### src/hdl/pws_pkg.sv
// Package: shared types and constants for the profile weighted separation block.
`timescale 1ns / 1ps

package pws_pkg;

    localparam int ACC_W    = 64;
    localparam int CNT_W    = 7;
    localparam int LEFT_W   = 15;
    localparam int RIGHT_W  = 16;
    localparam int DENOM_W  = 16;
    localparam int OUT_W    = 16;
    localparam int SEP_W    = 17;
    localparam int S4_W     = 21;
    localparam int SQ_W     = 41;
    localparam int MUL_LO_W = 32;

    localparam logic [CNT_W-1:0]          FULL_STEPS  = CNT_W'(ACC_W);
    localparam logic [LEFT_W-1:0]         GAP_LEFT    = 15'h7FFF;
    localparam logic signed [RIGHT_W-1:0] GAP_RIGHT   = -16'sd32767;
    localparam logic [DENOM_W-1:0]        DENOM_RESET = 16'd320;

    typedef struct packed {
        logic             start;
        logic [CNT_W-1:0] steps;
        logic [ACC_W-1:0] num;
        logic [ACC_W-1:0] den;
    } t_div_req;

    typedef struct packed {
        logic             done;
        logic [ACC_W-1:0] quot;
        logic [ACC_W-1:0] rem;
    } t_div_rsp;

endpackage

### src/hdl/pws_div.sv
// Shared serial restoring divider, one quotient bit per cycle.
`timescale 1ns / 1ps

module pws_div import pws_pkg::*; (
    input  logic     i_clk,
    input  logic     i_rst_n,
    input  t_div_req i_req,
    output t_div_rsp o_rsp
);

    logic             r_busy;
    logic [CNT_W-1:0] r_cnt;
    logic [ACC_W-1:0] r_q;
    logic [ACC_W-1:0] r_rem;
    logic [ACC_W-1:0] r_den;

    logic [ACC_W:0]   trial;
    logic [ACC_W:0]   diff;
    logic             ge;

    assign trial = {r_rem, r_q[ACC_W-1]};
    assign diff  = trial - {1'b0, r_den};
    assign ge    = (trial >= {1'b0, r_den});

    always_ff @(posedge i_clk) begin
        if (!i_rst_n) begin
            r_busy <= 1'b0;
            r_cnt  <= '0;
        end else if (i_req.start) begin
            r_busy <= 1'b1;
            r_cnt  <= i_req.steps;
        end else if (r_busy) begin
            r_cnt <= r_cnt - CNT_W'(1);
            if (r_cnt == CNT_W'(1)) begin
                r_busy <= 1'b0;
            end
        end
    end

    always_ff @(posedge i_clk) begin
        if (i_req.start) begin
            r_q   <= i_req.num << (FULL_STEPS - i_req.steps);
            r_rem <= '0;
            r_den <= i_req.den;
        end else if (r_busy) begin
            r_q   <= {r_q[ACC_W-2:0], ge};
            r_rem <= ge ? diff[ACC_W-1:0] : trial[ACC_W-1:0];
        end
    end

    assign o_rsp.done = r_busy && (r_cnt == CNT_W'(1));
    assign o_rsp.quot = r_q;
    assign o_rsp.rem  = r_rem;

endmodule

### src/hdl/profile_weighted_separation.sv
// Top level: row sequencer, accumulators and output register for weighted separation.
//
// Rows of a glyph pair enter on the in channel (i_in_valid / o_in_ready), one
// transaction per row. The mean leaves on the out channel (o_out_valid /
// i_out_ready) after the row flagged last. The denominator register is written
// on the cfg channel (i_cfg_valid / o_cfg_ready), always ready.
// A counted row's length is set by the serial weight division, one quotient bit
// per cycle in the shared divider. A gap row skips the division and the sums.
// The last row adds the mean division on the same divider, which is skipped
// when no weight was accumulated.
// One row is worked on at a time; o_in_ready is high only between rows.
// Reset clears the sums, the state and the output valid, and sets the
// denominator to 320. A stalled receiver holds the result in the output
// register; the next row is still accepted and processed, and the block
// waits only when a further result is due.
`timescale 1ns / 1ps

module profile_weighted_separation import pws_pkg::*; #(
    parameter int WEIGHT_FRAC_BITS = 32
) (
    input  logic                      i_clk,
    input  logic                      i_rst_n,
    input  logic                      i_in_valid,
    output logic                      o_in_ready,
    input  logic [LEFT_W-1:0]         i_right_glyph_left_edge,
    input  logic signed [RIGHT_W-1:0] i_left_glyph_right_edge,
    input  logic                      i_last_row,
    output logic                      o_out_valid,
    input  logic                      i_out_ready,
    output logic [OUT_W-1:0]          o_separation,
    input  logic                      i_cfg_valid,
    output logic                      o_cfg_ready,
    input  logic [DENOM_W-1:0]        i_cfg_denom_q4
);

    localparam int ONE_POS = WEIGHT_FRAC_BITS + 8;
    localparam int NUM_W   = ((ONE_POS > SQ_W - 1) ? ONE_POS : SQ_W - 1) + 1;
    localparam int HI_W    = NUM_W - MUL_LO_W;
    localparam int PROD_W  = NUM_W + SEP_W;
    localparam int PROD_X  = ((PROD_W > ACC_W) ? PROD_W : ACC_W) + 1;

    localparam logic [3:0] S_IDLE  = 4'd0;
    localparam logic [3:0] S_PREP  = 4'd1;
    localparam logic [3:0] S_SQ    = 4'd2;
    localparam logic [3:0] S_WDIV  = 4'd3;
    localparam logic [3:0] S_WWAIT = 4'd4;
    localparam logic [3:0] S_MULLO = 4'd5;
    localparam logic [3:0] S_MULHI = 4'd6;
    localparam logic [3:0] S_ADDHI = 4'd7;
    localparam logic [3:0] S_ACC   = 4'd8;
    localparam logic [3:0] S_MDIV  = 4'd9;
    localparam logic [3:0] S_MWAIT = 4'd10;
    localparam logic [3:0] S_ROUND = 4'd11;
    localparam logic [3:0] S_OUT   = 4'd12;

    logic [3:0]                r_state;
    logic [3:0]                n_state;
    logic [DENOM_W-1:0]        r_denom;
    logic [ACC_W-1:0]          r_wss;
    logic [ACC_W-1:0]          r_ws;
    logic [LEFT_W-1:0]         r_left;
    logic signed [RIGHT_W-1:0] r_right;
    logic                      r_last;
    logic [SEP_W-1:0]          r_sep;
    logic [S4_W-1:0]           r_s4;
    logic [SQ_W-1:0]           r_sq;
    logic [PROD_X-1:0]         r_prod;
    logic [HI_W+SEP_W-1:0]     r_phi;
    logic [OUT_W-1:0]          r_res;
    logic                      r_out_valid;
    logic [OUT_W-1:0]          r_out_sep;

    t_div_req                  div_req;
    t_div_rsp                  div_rsp;

    logic signed [RIGHT_W+1:0] sdiff;
    logic [SEP_W-1:0]          sep_c;
    logic                      gap_c;
    logic [DENOM_W-1:0]        d_c;
    logic [S4_W-1:0]           s4_c;
    logic [2*S4_W-1:0]         sq_c;
    logic [ACC_W-1:0]          num_c;
    logic [MUL_LO_W+SEP_W-1:0] p_lo_c;
    logic [HI_W+SEP_W-1:0]     p_hi_c;
    logic [ACC_W-1:0]          prod_sat;
    logic [ACC_W:0]            wss_sum;
    logic [ACC_W:0]            ws_sum;
    logic [ACC_W:0]            two_r;
    logic                      up_c;
    logic [OUT_W-1:0]          res_c;
    logic                      in_acc;
    logic                      out_free;

    assign in_acc   = i_in_valid && o_in_ready;
    assign out_free = !r_out_valid || i_out_ready;

    assign o_in_ready   = (r_state == S_IDLE);
    assign o_cfg_ready  = 1'b1;
    assign o_out_valid  = r_out_valid;
    assign o_separation = r_out_sep;

    // row arithmetic
    assign sdiff = $signed({3'b000, r_left}) - $signed({{2{r_right[RIGHT_W-1]}}, r_right});
    assign sep_c = sdiff[RIGHT_W+1] ? '0 : sdiff[SEP_W-1:0];
    assign gap_c = (r_left == GAP_LEFT) || (r_right <= GAP_RIGHT);
    assign d_c   = (r_denom == '0) ? DENOM_W'(1) : r_denom;
    assign s4_c  = {sep_c, 4'b0000} + S4_W'(d_c);
    assign sq_c  = r_s4 * r_s4;
    assign num_c = (ACC_W'(1) << ONE_POS) + ACC_W'(r_sq >> 1);

    assign p_lo_c = div_rsp.quot[MUL_LO_W-1:0] * r_sep;
    assign p_hi_c = div_rsp.quot[NUM_W-1:MUL_LO_W] * r_sep;

    assign prod_sat = (|r_prod[PROD_X-1:ACC_W]) ? '1 : r_prod[ACC_W-1:0];
    assign wss_sum  = {1'b0, r_wss} + {1'b0, prod_sat};
    assign ws_sum   = {1'b0, r_ws} + {1'b0, div_rsp.quot};

    // round half to even, clamp to 16 bits
    assign two_r = {div_rsp.rem, 1'b0};
    assign up_c  = (two_r > {1'b0, r_ws}) || ((two_r == {1'b0, r_ws}) && div_rsp.quot[0]);
    assign res_c = ((|div_rsp.quot[ACC_W-1:OUT_W])
                   || ((div_rsp.quot[OUT_W-1:0] == '1) && up_c))
                 ? '1 : (div_rsp.quot[OUT_W-1:0] + OUT_W'(up_c));

    always_comb begin
        div_req.start = (r_state == S_WDIV) || ((r_state == S_MDIV) && (r_ws != '0));
        if (r_state == S_MDIV) begin
            div_req.steps = FULL_STEPS;
            div_req.num   = r_wss;
            div_req.den   = r_ws;
        end else begin
            div_req.steps = CNT_W'(NUM_W);
            div_req.num   = num_c;
            div_req.den   = ACC_W'(r_sq);
        end
    end

    pws_div u_div (
        .i_clk   (i_clk),
        .i_rst_n (i_rst_n),
        .i_req   (div_req),
        .o_rsp   (div_rsp)
    );

    always_comb begin
        n_state = r_state;
        case (r_state)
            S_IDLE: begin
                if (in_acc) begin
                    n_state = S_PREP;
                end
            end
            S_PREP: begin
                if (!gap_c) begin
                    n_state = S_SQ;
                end else if (r_last) begin
                    n_state = S_MDIV;
                end else begin
                    n_state = S_IDLE;
                end
            end
            S_SQ:    n_state = S_WDIV;
            S_WDIV:  n_state = S_WWAIT;
            S_WWAIT: begin
                if (div_rsp.done) begin
                    n_state = S_MULLO;
                end
            end
            S_MULLO: n_state = S_MULHI;
            S_MULHI: n_state = S_ADDHI;
            S_ADDHI: n_state = S_ACC;
            S_ACC:   n_state = r_last ? S_MDIV : S_IDLE;
            S_MDIV:  n_state = (r_ws == '0) ? S_OUT : S_MWAIT;
            S_MWAIT: begin
                if (div_rsp.done) begin
                    n_state = S_ROUND;
                end
            end
            S_ROUND: n_state = S_OUT;
            S_OUT: begin
                if (out_free) begin
                    n_state = S_IDLE;
                end
            end
            default: n_state = S_IDLE;
        endcase
    end

    always_ff @(posedge i_clk) begin
        if (!i_rst_n) begin
            r_state     <= S_IDLE;
            r_denom     <= DENOM_RESET;
            r_wss       <= '0;
            r_ws        <= '0;
            r_out_valid <= 1'b0;
        end else begin
            r_state <= n_state;
            if (i_cfg_valid) begin
                r_denom <= i_cfg_denom_q4;
            end
            if (r_state == S_ACC) begin
                r_wss <= wss_sum[ACC_W] ? '1 : wss_sum[ACC_W-1:0];
                r_ws  <= ws_sum[ACC_W] ? '1 : ws_sum[ACC_W-1:0];
            end
            if ((r_state == S_OUT) && out_free) begin
                r_wss       <= '0;
                r_ws        <= '0;
                r_out_valid <= 1'b1;
            end else if (i_out_ready) begin
                r_out_valid <= 1'b0;
            end
        end
    end

    always_ff @(posedge i_clk) begin
        if (in_acc) begin
            r_left  <= i_right_glyph_left_edge;
            r_right <= i_left_glyph_right_edge;
            r_last  <= i_last_row;
        end
        if (r_state == S_PREP) begin
            r_sep <= sep_c;
            r_s4  <= s4_c;
        end
        if (r_state == S_SQ) begin
            r_sq <= sq_c[SQ_W-1:0];
        end
        if (r_state == S_MULLO) begin
            r_prod <= PROD_X'(p_lo_c);
        end
        if (r_state == S_MULHI) begin
            r_phi <= p_hi_c;
        end
        if (r_state == S_ADDHI) begin
            r_prod <= r_prod + (PROD_X'(r_phi) << MUL_LO_W);
        end
        if (r_state == S_MDIV) begin
            r_res <= '0;
        end
        if (r_state == S_ROUND) begin
            r_res <= res_c;
        end
        if ((r_state == S_OUT) && out_free) begin
            r_out_sep <= r_res;
        end
    end

endmodule
### config.mk
export PLATFORM = sky130hd
export DESIGN_NAME = profile_weighted_separation
export DESIGN_NICKNAME = d
export VERILOG_FILES = /design/src/hdl/pws_pkg.sv /design/src/hdl/pws_div.sv /design/src/hdl/profile_weighted_separation.sv
export SDC_FILE = /design/constraint.sdc
export NUM_CORES = 2
export LEC_CHECK = 0
export ABC_AREA = 0
export BUFFER_PORTS_ARGS = -buffer_cell sky130_fd_sc_hd__buf_2
export CELL_PAD_IN_SITES_DETAIL_PLACEMENT = 0
export CELL_PAD_IN_SITES_GLOBAL_PLACEMENT = 2
export CORE_AREA = 3 3 620 314
export CTS_CLUSTER_DIAMETER = 100
export DETAILED_ROUTE_END_ITERATION = 8
export DIE_AREA = 0 0 623 317
export GPL_ROUTABILITY_DRIVEN = 0
export PLACE_DENSITY = 0.77
export SETUP_SLACK_MARGIN = 0.05
export SLEW_MARGIN = 10
export SYNTH_ARGS = -nofsm -noshare
export SYNTH_HDL_FRONTEND = slang
export SYNTH_SLANG_ARGS = --single-unit
### constraint.sdc
create_clock -name i_clk -period 7.09 [get_ports i_clk]
set_input_delay 0.709 -clock i_clk [delete_from_list [all_inputs] [get_ports i_clk]]
set_output_delay 0.709 -clock i_clk [all_outputs]
set_load 0.005 [all_outputs]
==> impl_metrics.ini <==
[clocking]
ctsHtreeMaxLevel = 3
clk-insertion-delay-late_ns = 0.70
cts_hold_buf = 0
tritoncts_clock_tree = built
clock_tree.buffer_depth = 3
clk_pin_slew_worst_paths_ns = 0.06
clock_sinks = 581
num_cts_buffers = 69
cts_root_buf = sky130_fd_sc_hd__clkbuf_16

[setup_path]
cp-end-kind = flop
worstPathMaxFanout = 5
timing.rr.start = r_s4[4]
reg2reg_to = r_sq[40]
r2r_slack_ns = 0.18
timing.reg2reg.worst_path_depth = 27
crit_path_start_kind = flop
timing.critical_path.required_ns = 7.50
crit_type = flop to flop
cp_data_arrival_time_ns = 7.32

[timing]
layout_worst_path_cycle_share_pct = 97.41
timing.final.setup_violations = 0
fin_crit_ns = 6.907
maxSlewViolCount = 0
timing.clock.skew_ns = 0.05905
final-hold-violation-count = 0
fmax_mhz = 144.8
slew_headroom_pct = 14.98
worst_slew_pin_slew_ns = 1.271
unrepaired_setup_endpoints_after_global_routing = true

[global_route]
track_usage_pct = 23.24
grt_max_degree = 99
vias_in_the_first_global_route = 56890
grt-ovfl-total = 0
number_of_antenna_violations_at_the_first_check_in_global_routing = 14
grt_pass1_wl_microns = 352900

[synth]
synth_ff_type = sky130_fd_sc_hd__edfxtp_1
synthArstFlopShare_pct = 0
post_synthesis_instance_area_sq_mm = 0.07187
synth_enable_flop_cells = 360
syn_area_per_cell_sq_um = 8.874
netlist-cell-type-count = 97
yosysSeqAreaShare_pct = 21.20
synth_warnings = 0
synthesis.nets = 9649
synthCells = 8098
synth.ff_latch_count = 581

[floorplanning]
die_area_sq_mm = 0.1975
core_area_sq_mm = 0.1895
top_level_ports = 72
die-width_microns = 623
row_count = 113
floorplan.initialDensity_pct = 37.93
die_y_microns = 317

[outcome]
status = finished clean

[detailed_routing]
drt_pre_antenna_iters = 6
drt_wl_total_microns = 228300
drt_first_iter_violations = 4480
route.vias.total = 56610
drt_drc_violations_left = 0
routed_wire_length_per_instance_microns = 21.20
vias_per_cell = 5.256
drtAntennaViolNets = 0

[final_layout]
drive_gt1_share_pct = 11.01
final_nets = 9735
post_layout_nonfiller_instances = 10770
area_growth_syn_to_layout_pct = 11.49
finalInstanceArea_sq_mm = 0.08012

[place]
place.detailed.hpwl_microns = 185400
post-place-cells = 10610
buffer_ports.inserted = 70
detailed_place.area_sq_mm = 0.07669

[worst_hold_path]
hold-path-cell-count = 1
whs_endpoint = r_right[2]
timing.hold.worst.class = primary input to flop
startpoint_of_the_most_critical_hold_path = i_left_glyph_right_edge[2]

[job]
drv.max_cap_violation_count = 0
-- cell usage after synthesis (15+ instances only) --
| library cell | count | area (sq um) |
|---|---|---|
| sky130_fd_sc_hd__a21boi_0 | 20 | 150.1 |
| sky130_fd_sc_hd__nor4_1 | 55 | 344.1 |
| sky130_fd_sc_hd__inv_1 | 1310 | 4917 |
| sky130_fd_sc_hd__clkbuf_1 | 359 | 1348 |
| sky130_fd_sc_hd__mux2i_1 | 43 | 430.4 |
| sky130_fd_sc_hd__dfxtp_1 | 221 | 4424 |
| sky130_fd_sc_hd__or2_2 | 80 | 500.5 |
| sky130_fd_sc_hd__a31oi_1 | 51 | 319.1 |
| sky130_fd_sc_hd__a21o_1 | 211 | 1584 |
| sky130_fd_sc_hd__o21bai_1 | 61 | 457.9 |
| sky130_fd_sc_hd__o211ai_1 | 27 | 202.7 |
| sky130_fd_sc_hd__mux2_2 | 42 | 473.0 |
| sky130_fd_sc_hd__xnor2_1 | 194 | 1699 |
| sky130_fd_sc_hd__xor2_1 | 145 | 1270 |
| sky130_fd_sc_hd__fa_1 | 835 | 16720 |
| sky130_fd_sc_hd__or3_1 | 17 | 106.4 |
| sky130_fd_sc_hd__o21ai_1 | 17 | 85.08 |
| sky130_fd_sc_hd__buf_2 | 24 | 120.1 |
| sky130_fd_sc_hd__o21ai_0 | 386 | 1932 |
| sky130_fd_sc_hd__nand3_1 | 76 | 380.4 |
| sky130_fd_sc_hd__nand2b_1 | 49 | 306.5 |
| sky130_fd_sc_hd__and3_1 | 41 | 256.5 |
| sky130_fd_sc_hd__ha_1 | 663 | 8295 |
| sky130_fd_sc_hd__and2_1 | 374 | 2340 |
| sky130_fd_sc_hd__a22oi_1 | 40 | 300.3 |
| sky130_fd_sc_hd__and4_1 | 15 | 131.4 |
| sky130_fd_sc_hd__edfxtp_1 | 360 | 10810 |
| sky130_fd_sc_hd__nor2_1 | 314 | 1179 |
| sky130_fd_sc_hd__nand4_1 | 98 | 613.1 |
| sky130_fd_sc_hd__nor2b_1 | 61 | 381.6 |
| sky130_fd_sc_hd__a21oi_2 | 73 | 639.4 |
| sky130_fd_sc_hd__a21oi_1 | 499 | 2497 |
| sky130_fd_sc_hd__nor3_1 | 91 | 455.4 |
| sky130_fd_sc_hd__o31ai_1 | 20 | 150.1 |
| sky130_fd_sc_hd__nand2_1 | 934 | 3506 |
| sky130_fd_sc_hd__a211oi_1 | 52 | 390.4 |
| sky130_fd_sc_hd__o21a_1 | 44 | 330.3 |
-- how the worst max path moves through the flow --
stage,startpoint,endpoint,cells past startpoint
final,r_s4[4],r_sq[40],27
after global routing,r_s4[4],r_sq[40],27
after CTS,u_div.r_q[8],r_prod[48],24
after detailed placement,r_sep[7],r_prod[48],26
after global placement,r_sep[7],r_prod[43],27
after floorplan,r_s4[3],r_sq[40],28
-- layout by cell type (no fill, tap or decap), types with 13 or more instances in the layout --
master,instances
sky130_fd_sc_hd__clkbuf_16,73
sky130_fd_sc_hd__ha_1,650
sky130_fd_sc_hd__a21oi_1,483
sky130_fd_sc_hd__nand3_1,69
sky130_fd_sc_hd__nand2_1,927
sky130_fd_sc_hd__nor4_1,53
sky130_fd_sc_hd__mux2_2,42
sky130_fd_sc_hd__mux2i_1,43
sky130_fd_sc_hd__and2_1,367
sky130_fd_sc_hd__o21ai_0,378
sky130_fd_sc_hd__a211oi_1,49
sky130_fd_sc_hd__edfxtp_1,360
sky130_fd_sc_hd__o21a_1,43
sky130_fd_sc_hd__clkbuf_8,13
sky130_fd_sc_hd__nand2b_1,47
sky130_fd_sc_hd__or2_2,79
sky130_fd_sc_hd__xor2_1,145
sky130_fd_sc_hd__inv_1,1301
sky130_fd_sc_hd__or3_1,17
sky130_fd_sc_hd__a21oi_2,87
sky130_fd_sc_hd__buf_2,71
sky130_fd_sc_hd__buf_4,307
sky130_fd_sc_hd__xnor2_1,194
sky130_fd_sc_hd__fa_1,824
sky130_fd_sc_hd__nor3_1,82
sky130_fd_sc_hd__nor2_1,302
sky130_fd_sc_hd__o21ai_1,21
sky130_fd_sc_hd__a31oi_1,49
sky130_fd_sc_hd__nor2b_1,61
sky130_fd_sc_hd__o31ai_1,18
sky130_fd_sc_hd__and3_1,38
sky130_fd_sc_hd__buf_12,35
sky130_fd_sc_hd__a21boi_0,20
sky130_fd_sc_hd__o211ai_1,27
sky130_fd_sc_hd__dfxtp_1,219
sky130_fd_sc_hd__a22oi_1,40
sky130_fd_sc_hd__a21o_1,211
sky130_fd_sc_hd__nand4_1,98
sky130_fd_sc_hd__o21bai_1,61
-- stage by stage --
stage,util [%],setup TNS (ns),hold WS [ns],setup WS [ns]
after floorplan,-,0,0.4003,0.09982
after global placement,40.48,-0.1555,0.4019,-0.03926
after detailed placement,40.48,-0.2922,0.4045,-0.07684
after CTS,41.82,0,0.1524,0.03587
after global routing,42.29,-0.1642,0.1698,-0.1642
final,42.29,0,0.2043,0.1833
-- flip-flops by register name, summed over array words and instances, names as in the netlist, 21 cells and up --
register / count
r_s4: 21
u_div.r_q: 64
u_div.r_rem: 64
r_sq: 40
r_ws: 64
r_wss: 64
r_prod: 65
r_phi: 26
u_div.r_den: 64
-- worst max-delay path: stages, from the launching register on --
cell	delay, ns
sky130_fd_sc_hd__edfxtp_1	0.48
sky130_fd_sc_hd__nand2_2	0.11
sky130_fd_sc_hd__fa_1	0.54
sky130_fd_sc_hd__inv_2	0.04
sky130_fd_sc_hd__fa_1	0.50
sky130_fd_sc_hd__inv_1	0.05
sky130_fd_sc_hd__fa_1	0.49
sky130_fd_sc_hd__inv_2	0.04
sky130_fd_sc_hd__fa_1	0.49
sky130_fd_sc_hd__inv_2	0.04
sky130_fd_sc_hd__fa_1	0.54
sky130_fd_sc_hd__inv_2	0.04
sky130_fd_sc_hd__fa_1	0.49
sky130_fd_sc_hd__inv_2	0.04
sky130_fd_sc_hd__fa_1	0.52
sky130_fd_sc_hd__inv_2	0.05
sky130_fd_sc_hd__ha_4	0.27
sky130_fd_sc_hd__and4_4	0.21
sky130_fd_sc_hd__and3_4	0.18
sky130_fd_sc_hd__nand4_1	0.15
sky130_fd_sc_hd__a211oi_2	0.29
sky130_fd_sc_hd__a221oi_4	0.07
sky130_fd_sc_hd__a311o_1	0.40
sky130_fd_sc_hd__o21ai_2	0.18
sky130_fd_sc_hd__nor3_2	0.07
sky130_fd_sc_hd__o21bai_1	0.15
sky130_fd_sc_hd__a21oi_2	0.08
sky130_fd_sc_hd__xnor2_1	0.12
-- what timing repair did --
action | in CTS | in global routing
endpoints found under the setup margin | 11 | 27
hold endpoints to repair | 0 | 0
pin swaps | 0 | 74
resized for setup | 9 | 139
setup buffers | 2 | 29
gates cloned | 0 | 1
-- metal layers --
layer / global-route usage (%) / part of all wire (%) / routed length (microns) / up-vias
li1: - / - / - / 26800
met4: 3.382 / 1.3 / 3038 / 0
met1: 35.86 / 51 / 116200 / 28340
met5: 0 / 0 / 0 / -
met2: 34.81 / 42 / 95200 / 1319
met3: 3.408 / 6.1 / 13820 / 155
-- logic make-up after synthesis --
logic type	synth area share (%)
AO/OA/AOI/OAI	14.43
XOR/XNOR	4.131
adder cells (fa/ha/maj)	34.80
buffers and inverters	9.184
flip-flops	21.20
multiplexers	1.257
other	0.005218
AND/OR/NAND/NOR	14.99
-- cell type report --
| class | instances | area (sq um) |
|---|---|---|
| Antenna cell | 2 | 5.005 |
| Clock buffer | 94 | 2014 |
| Clock inverter | 32 | 483.0 |
| Fill cell | 18870 | 109300 |
| Inverter | 1311 | 4923 |
| Multi-Input combinational cell | 5793 | 50740 |
| Sequential cell | 581 | 15240 |
| Tap cell | 2530 | 3166 |
| Timing Repair Buffer | 428 | 3551 |
Power is not shown: default switching activity piles up to over one toggle a cycle in this logic, so the estimate is an artifact.
